$ cat src/hw/rtl/fmd_pkg.sv
// ----------------------------------------------------------------------------
// fmd_pkg
// Shared constants and types for the cross-product FM discriminator.
// ----------------------------------------------------------------------------
package fmd_pkg;

   // default sample width
   localparam int SAMPLE_WIDTH_DEF = 16;

   // output level width and fixed levels
   localparam int           LEVEL_W   = 8;
   localparam logic [7:0]   MID_LEVEL = 8'd127;
   localparam logic [7:0]   MAX_LEVEL = 8'd255;

   // quotient bits resolved by the divider, plus one overrange test step
   localparam int           QUOT_W    = LEVEL_W;
   localparam int           DIV_STEPS = QUOT_W + 1;
   localparam int           DIV_CNT_W = $clog2(DIV_STEPS);

   // divider status handed back to the sequencer
   typedef struct packed {
      logic done;
      logic clip;
   } fmd_div_status_type;

endpackage

$ cat src/hw/rtl/iq_cross_product_fm_demod.sv
// ----------------------------------------------------------------------------
// iq_cross_product_fm_demod
// One word is in flight at a time: a new word is taken only after the last
// result is loaded into the output register, which waits while results are
// stalled. Each word takes four passes through the shared multiplier, four
// scaling steps and the nine-step bit-serial divider; a zero-magnitude sample
// ends after the first scaling step, and a clipping level after one divide step.
// Reset (synchronous) clears the sequencer, the output valid and the stored
// previous sample to zero.
// ----------------------------------------------------------------------------
module iq_cross_product_fm_demod
   import fmd_pkg::*;
#(
   parameter int SAMPLE_WIDTH = SAMPLE_WIDTH_DEF
) (
   input  logic                           clock,
   input  logic                           reset,
   input  logic                           req_valid,
   output logic                           req_stall,
   input  logic signed [SAMPLE_WIDTH-1:0] req_sample_real,
   input  logic signed [SAMPLE_WIDTH-1:0] req_sample_imag,
   output logic                           rsp_valid,
   input  logic                           rsp_stall,
   output logic [LEVEL_W-1:0]             rsp_audio_level,
   output logic                           rsp_zero_magnitude,
   output logic                           rsp_clipped
);

   localparam int PW  = 2 * SAMPLE_WIDTH;
   localparam int NW  = PW + 8;
   localparam int DW  = PW + 1;

   // sequencer codes
   localparam logic [3:0] S_IDLE = 4'd0;
   localparam logic [3:0] S_M0   = 4'd1;
   localparam logic [3:0] S_M1   = 4'd2;
   localparam logic [3:0] S_M2   = 4'd3;
   localparam logic [3:0] S_M3   = 4'd4;
   localparam logic [3:0] S_M4   = 4'd5;
   localparam logic [3:0] S_SUM  = 4'd6;
   localparam logic [3:0] S_ABS  = 4'd7;
   localparam logic [3:0] S_SCL  = 4'd8;
   localparam logic [3:0] S_NUM  = 4'd9;
   localparam logic [3:0] S_DST  = 4'd10;
   localparam logic [3:0] S_DIV  = 4'd11;
   localparam logic [3:0] S_DONE = 4'd12;

   logic [3:0]                     state_ff, state_in;
   logic signed [SAMPLE_WIDTH-1:0] cur_re_ff, cur_im_ff;
   logic signed [SAMPLE_WIDTH-1:0] prv_re_ff, prv_im_ff;
   logic signed [PW:0]             cross_ff;
   logic [PW-1:0]                  mag_ff;
   logic signed [PW+1:0]           sum_ff;
   logic [PW:0]                    abs_ff;
   logic [NW-1:0]                  num_ff;
   logic [LEVEL_W-1:0]             lvl_ff;
   logic                           zero_ff, clip_ff;
   logic                           rsp_valid_ff, rsp_valid_in;
   logic [LEVEL_W-1:0]             rsp_lvl_ff;
   logic                           rsp_zero_ff, rsp_clip_ff;

   logic                           accept;
   logic                           out_free;
   logic                           mul_en;
   logic signed [SAMPLE_WIDTH-1:0] mul_a, mul_b;
   logic signed [PW-1:0]           prod;
   logic [PW+1:0]                  neg_sum;
   logic [PW+8:0]                  scl_wide;
   fmd_div_status_type             div_status;
   logic [QUOT_W-1:0]              div_quot;

   assign accept   = req_valid && !req_stall;
   assign req_stall = (state_ff != S_IDLE);
   assign out_free = !rsp_valid_ff || !rsp_stall;

   // select multiplier operands for each pass
   always_comb begin
      mul_en = 1'b1;
      mul_a  = cur_im_ff;
      mul_b  = prv_re_ff;
      unique case (state_ff)
         S_M0: begin
            mul_a = cur_im_ff;
            mul_b = prv_re_ff;
         end
         S_M1: begin
            mul_a = cur_re_ff;
            mul_b = prv_im_ff;
         end
         S_M2: begin
            mul_a = cur_re_ff;
            mul_b = cur_re_ff;
         end
         S_M3: begin
            mul_a = cur_im_ff;
            mul_b = cur_im_ff;
         end
         default: begin
            mul_en = 1'b0;
         end
      endcase
   end

   fmd_mul #(
      .SAMPLE_WIDTH (SAMPLE_WIDTH)
   ) u_mul (
      .clock    (clock),
      .mul_en   (mul_en),
      .mul_a    (mul_a),
      .mul_b    (mul_b),
      .mul_prod (prod)
   );

   fmd_div #(
      .NUM_W (NW),
      .DEN_W (DW)
   ) u_div (
      .clock      (clock),
      .reset      (reset),
      .div_start  (state_ff == S_DST),
      .div_num    (num_ff),
      .div_den    ({mag_ff, 1'b0}),
      .div_status (div_status),
      .div_quot   (div_quot)
   );

   // next state
   always_comb begin
      state_in = state_ff;
      unique case (state_ff)
         S_IDLE: if (accept) state_in = S_M0;
         S_M0:   state_in = S_M1;
         S_M1:   state_in = S_M2;
         S_M2:   state_in = S_M3;
         S_M3:   state_in = S_M4;
         S_M4:   state_in = S_SUM;
         S_SUM:  state_in = (mag_ff == '0) ? S_DONE : S_ABS;
         S_ABS:  state_in = S_SCL;
         S_SCL:  state_in = S_NUM;
         S_NUM:  state_in = S_DST;
         S_DST:  state_in = S_DIV;
         S_DIV:  if (div_status.done) state_in = S_DONE;
         S_DONE: if (out_free) state_in = S_IDLE;
         default: state_in = S_IDLE;
      endcase
   end

   // output valid: set on load, drop when taken
   always_comb begin
      rsp_valid_in = rsp_valid_ff;
      if (rsp_valid_ff && !rsp_stall) begin
         rsp_valid_in = 1'b0;
      end
      if (state_ff == S_DONE && out_free) begin
         rsp_valid_in = 1'b1;
      end
   end

   // control state and stored sample
   always_ff @(posedge clock) begin
      if (reset) begin
         state_ff     <= S_IDLE;
         rsp_valid_ff <= 1'b0;
         cur_re_ff    <= '0;
         cur_im_ff    <= '0;
      end else begin
         state_ff     <= state_in;
         rsp_valid_ff <= rsp_valid_in;
         if (accept) begin
            cur_re_ff <= req_sample_real;
            cur_im_ff <= req_sample_imag;
         end
      end
   end

   // scaling arithmetic
   assign neg_sum  = ~sum_ff + 1'b1;
   assign scl_wide = {abs_ff, 8'b0} - {7'b0, abs_ff, 1'b0};

   // datapath registers
   always_ff @(posedge clock) begin
      if (accept) begin
         prv_re_ff <= cur_re_ff;
         prv_im_ff <= cur_im_ff;
      end
      unique case (state_ff)
         S_M1:  cross_ff <= {prod[PW-1], prod};
         S_M2:  cross_ff <= cross_ff - {prod[PW-1], prod};
         S_M3:  mag_ff   <= prod;
         S_M4:  mag_ff   <= mag_ff + prod;
         S_SUM: begin
            sum_ff  <= {cross_ff[PW], cross_ff} + {2'b00, mag_ff};
            lvl_ff  <= MID_LEVEL;
            zero_ff <= 1'b1;
            clip_ff <= 1'b0;
         end
         S_ABS: abs_ff <= sum_ff[PW+1] ? neg_sum[PW:0] : sum_ff[PW:0];
         S_SCL: num_ff <= scl_wide[NW-1:0];
         S_NUM: num_ff <= num_ff + NW'(mag_ff);
         S_DIV: begin
            if (div_status.done) begin
               lvl_ff  <= div_status.clip ? MAX_LEVEL : div_quot;
               zero_ff <= 1'b0;
               clip_ff <= div_status.clip;
            end
         end
         default: begin
         end
      endcase
      // load the output word
      if (state_ff == S_DONE && out_free) begin
         rsp_lvl_ff  <= lvl_ff;
         rsp_zero_ff <= zero_ff;
         rsp_clip_ff <= clip_ff;
      end
   end

   assign rsp_valid          = rsp_valid_ff;
   assign rsp_audio_level    = rsp_lvl_ff;
   assign rsp_zero_magnitude = rsp_zero_ff;
   assign rsp_clipped        = rsp_clip_ff;

endmodule

$ cat src/hw/rtl/fmd_mul.sv
// ----------------------------------------------------------------------------
// fmd_mul
// Shared signed multiplier with a registered product. Used once per cycle,
// in the multiply states of the sequencer, for the cross and magnitude terms.
// ----------------------------------------------------------------------------
module fmd_mul
   import fmd_pkg::*;
#(
   parameter int SAMPLE_WIDTH = SAMPLE_WIDTH_DEF
) (
   input  logic                             clock,
   input  logic                             mul_en,
   input  logic signed [SAMPLE_WIDTH-1:0]   mul_a,
   input  logic signed [SAMPLE_WIDTH-1:0]   mul_b,
   output logic signed [2*SAMPLE_WIDTH-1:0] mul_prod
);

   logic signed [2*SAMPLE_WIDTH-1:0] prod_ff;
   logic signed [2*SAMPLE_WIDTH-1:0] prod_in;

   // form the full-width product
   assign prod_in = mul_a * mul_b;

   // hold the product until the next issue
   always_ff @(posedge clock) begin
      if (mul_en) begin
         prod_ff <= prod_in;
      end
   end

   assign mul_prod = prod_ff;

endmodule

$ cat src/hw/rtl/fmd_div.sv
// ----------------------------------------------------------------------------
// fmd_div
// Restoring divider, one quotient bit per cycle. The first step tests the
// numerator against 256 times the divisor and flags overrange; otherwise
// eight further steps resolve an 8-bit quotient.
// ----------------------------------------------------------------------------
module fmd_div
   import fmd_pkg::*;
#(
   parameter int NUM_W = 40,
   parameter int DEN_W = 33
) (
   input  logic                       clock,
   input  logic                       reset,
   input  logic                       div_start,
   input  logic [NUM_W-1:0]           div_num,
   input  logic [DEN_W-1:0]           div_den,
   output fmd_div_status_type         div_status,
   output logic [QUOT_W-1:0]          div_quot
);

   localparam int DSR_W = DEN_W + QUOT_W;

   logic                 active_ff, active_in;
   logic                 done_ff,   done_in;
   logic                 clip_ff,   clip_in;
   logic [DIV_CNT_W-1:0] cnt_ff,    cnt_in;
   logic [NUM_W-1:0]     rem_ff,    rem_in;
   logic [DSR_W-1:0]     dsr_ff,    dsr_in;
   logic [QUOT_W-1:0]    quot_ff,   quot_in;

   logic                 ge;
   logic [DSR_W:0]       rem_ext;
   logic [DSR_W:0]       diff;
   logic                 last;

   // compare remainder with shifted divisor
   assign rem_ext = (DSR_W + 1)'(rem_ff);
   assign diff    = rem_ext - {1'b0, dsr_ff};
   assign ge      = ~diff[DSR_W];
   assign last    = (cnt_ff == DIV_CNT_W'(DIV_STEPS - 1));

   // step the divider
   always_comb begin
      active_in = active_ff;
      done_in   = 1'b0;
      clip_in   = clip_ff;
      cnt_in    = cnt_ff;
      rem_in    = rem_ff;
      dsr_in    = dsr_ff;
      quot_in   = quot_ff;
      if (div_start) begin
         active_in = 1'b1;
         clip_in   = 1'b0;
         cnt_in    = '0;
         rem_in    = div_num;
         dsr_in    = {div_den, {QUOT_W{1'b0}}};
         quot_in   = '0;
      end else if (active_ff) begin
         if (cnt_ff == '0 && ge) begin
            // quotient of 256 or more: saturate
            clip_in   = 1'b1;
            active_in = 1'b0;
            done_in   = 1'b1;
         end else begin
            if (ge) begin
               rem_in = NUM_W'(diff);
            end
            if (cnt_ff != '0) begin
               quot_in = {quot_ff[QUOT_W-2:0], ge};
            end
            dsr_in = dsr_ff >> 1;
            cnt_in = cnt_ff + 1'b1;
            if (last) begin
               active_in = 1'b0;
               done_in   = 1'b1;
            end
         end
      end
   end

   // control registers
   always_ff @(posedge clock) begin
      if (reset) begin
         active_ff <= 1'b0;
         done_ff   <= 1'b0;
      end else begin
         active_ff <= active_in;
         done_ff   <= done_in;
      end
   end

   // datapath registers
   always_ff @(posedge clock) begin
      clip_ff <= clip_in;
      cnt_ff  <= cnt_in;
      rem_ff  <= rem_in;
      dsr_ff  <= dsr_in;
      quot_ff <= quot_in;
   end

   assign div_status.done = done_ff;
   assign div_status.clip = clip_ff;
   assign div_quot        = quot_ff;

endmodule

$ cat config.mk
export PLATFORM = sky130hd
export DESIGN_NAME = iq_cross_product_fm_demod
export DESIGN_NICKNAME = d
export VERILOG_FILES = /design/src/hw/rtl/fmd_pkg.sv /design/src/hw/rtl/iq_cross_product_fm_demod.sv /design/src/hw/rtl/fmd_mul.sv /design/src/hw/rtl/fmd_div.sv
export SDC_FILE = /design/constraint.sdc
export NUM_CORES = 2
export LEC_CHECK = 0
export BUFFER_PORTS_ARGS = -buffer_cell sky130_fd_sc_hd__buf_2
export CORE_MARGIN = 2
export CORE_UTILIZATION = 40
export DETAILED_ROUTE_END_ITERATION = 7
export PLACE_DENSITY = 0.58
export SYNTH_ARGS = -nofsm -noshare
export SYNTH_HDL_FRONTEND = slang
export SYNTH_SLANG_ARGS = --single-unit
export TNS_END_PERCENT = 1
$ cat constraint.sdc
create_clock -name clock -period 12.25 [get_ports clock]
set_input_delay 1.225 -clock clock [delete_from_list [all_inputs] [get_ports clock]]
set_output_delay 1.225 -clock clock [all_outputs]
set_load 0.02 [all_outputs]
==> results.toml <==
[route]
antenna_left = 0
drc = 0
vias = 25900
vias_per_cell = 5.26
wl_um = 85600
first_iter_violations = 1649
drtPass1Iterations = 5
detail_route.wl_per_cell_um = 17.4

[worst_hold_path]
hp-class = "flip-flop to flip-flop"

[synth]
synthArstFlopShare_pct = 0
synth_cells = 3685
synth_warnings = 0
synth_seq_area_share_pct = 31.9
synth_edf_count = 328
avgSynthCellArea_um2 = 9.43
synthDistinctLibCells = 85
ys.flop_type = "edfxtp_1"
ys_ff_latch = 389
netlist_area_um2 = 34800
synth_fp_nets = 4267

[final_layout]
drive_gt1_share_pct = 6.12
finalNonFillerCells = 4918
fin_nets = 4301
final_common_cell = "inv_1"
utilization_pct = 43.9
layout_common_cells = "inv_1, nand2_1, edfxtp_1, nor2_1, ha_1"
syn2layout_area_growth_pct = 9.35

[critical_path]
crit_path_max_incr_delay_ps = 940
crit_top_cell = "fa_1"
crit_path_top_delay_cell = "nor2b_2"
crit_fanout = 35
cp-start-kind = "flip-flop"
worst_ep_required_time_ps = 12610
critPathKind = "flip-flop to flip-flop"
arrival_ps = 9630
end_kind = "flip-flop"

[clock_network]
cts_resized = 0
worstSkewPairLatency_ps = 600
cts_tree = "yes"
clock-sinks = 389
clkTransAtPathRegs_ps = 70
cts_hold_buffers = 0
h-tree-depth = 2
root_buffer = "clkbuf_16"
cts_setup_buffers = 0
clk_path_buf_depth = 3
numCtsBuffers = 48

[sta]
fin_ws_ps = 2980
maxSlewViolCount = 0
finalCriticalPeriod_ps = 9270
final.setup_skew_ps = 34.1
setup-tns-final_ps = 0
relSlewSlack_pct = 17.4
fmax_mhz = 108
tightest_slew_ps = 1200
fin_crit_sh_pct = 75.7
rsz0062_at_grt = "no"
hold_violations = 0
setup_viol_count_final = 0

[global_routing]
grt_pass1_wl_um = 138000
overflow = 0
grt_pass1_vias = 25700
grt_usage_pct = 19.1
grt_max_degree = 85
antenna_found_initial = 0

[run_status]
status = "finished, final reports clean"

[place]
globalplace.congestion = 0.895
placement.io_buffers = 47
dp_cells = 4824
hpwl_um = 67600
place_ws_ps = 2980

[pwr]
ir_drop_uv = 114
power.total_mw = 6.08
p_leak_nw = 16.7
p_per_area_nw_per_um2 = 160

[die]
die-width_um = 299
die_area_um2 = 89300
fp.dieH_um = 299
rows = 108
num_io_pins = 48
start_util_pct = 40.2
fp.coreArea_um2 = 86500

[run]
max_cap_viol_count = 0
## worst max-delay path, delay by kind of cell (launching register included)
| kind | cells | cell delay (ps) |
|---|---|---|
| xor gates and xnor gates | 1 | 80 |
| DFF | 1 | 460 |
| and+or+nand+nor | 5 | 1490 |
| buffers and inverters | 6 | 920 |
| AOI/OAI and AO/OA | 11 | 2590 |
| adders and majority gates | 7 | 3440 |
## registers in the layout (all words and copies together), names as in the netlist, 16 cells and up
signal and cells:
u_div.dsr_ff 41, num_ff 40, u_div.rem_ff 40, sum_ff 34
abs_ff 33, cross_ff 33, mag_ff 32, u_mul.mul_prod 32
cur_im_ff 16, cur_re_ff 16, prv_im_ff 16, prv_re_ff 16
## layout make-up
type	count	area (um2)
Antenna cell	4	10.0
Clock buffer	63	1340
Clock inverter	27	253
Fill cell	8450	48500
Inverter	456	1710
Multi-Input combinational cell	2735	21600
Sequential cell	389	11100
Tap cell	1155	1450
Timing Repair Buffer	89	551
## cell families (layout without fill, tap and decap cells)
family / count (synthesis) / in the layout / synth area share (%)
AND/OR/NAND/NOR: 1055 / 1055 / 13.8
AO/OA/AOI/OAI: 858 / 858 / 15.8
buffers and inverters: 561 / 635 / 6.08
adder cells (fa/ha/maj): 546 / 546 / 25.4
flip-flops: 389 / 389 / 31.9
XOR/XNOR: 245 / 245 / 6.17
multiplexers: 31 / 31 / 0.904
other: 0 / 4 / 0
## cell usage after synthesis, drive strengths merged, types with 32 or more instances
library cell | n | area share (%)
nor2 | 286 | 3.1
a21o | 110 | 2.4
dfxtp | 61 | 3.5
xor2 | 71 | 1.8
xnor2 | 174 | 4.4
nand2 | 443 | 4.8
nand3 | 53 | 0.76
fa | 267 | 15
edfxtp | 328 | 28
nand2b | 52 | 0.94
nor3 | 32 | 0.48
clkbuf | 92 | 0.99
ha | 279 | 10
o21ai | 214 | 3.1
inv | 455 | 4.9
a21oi | 255 | 3.7
## per-stage QoR
stage	cell area (um2)	hold slack, ps
5_1_grt	38000	434
3_3_place_gp	36400	407
6_report	38000	418
2_1_floorplan	34800	400
4_1_cts	38000	419
3_5_place_dp	36400	405
## where the power goes
group	switching [mW]	total, mW	internal, mW
Sequential	0.118	1.78	1.66
Clock	0.598	1.42	0.823
Combinational	1.63	2.89	1.26
## final timing paths
| check | startpoint | slack, ps | cells after the start | to |
|---|---|---|---|---|
| max | state_ff[3] | 2980 | 30 | u_mul.mul_prod[30] |
| min | zero_ff | 420 | 0 | rsp_zero_magnitude |
| max reg2reg | state_ff[3] | 2980 | 30 | u_mul.mul_prod[30] |
| min reg2reg | zero_ff | 420 | 0 | rsp_zero_magnitude |
## routing by layer
metal	vias to the layer above	routed length, um	track usage, %
met4	0	2330	5.57
met3	116	3160	2.17
met2	443	40300	32.5
li1	12700	-	-
met1	12600	39800	25.8
met5	-	0	0
Power figures use the tool's default switching activity.
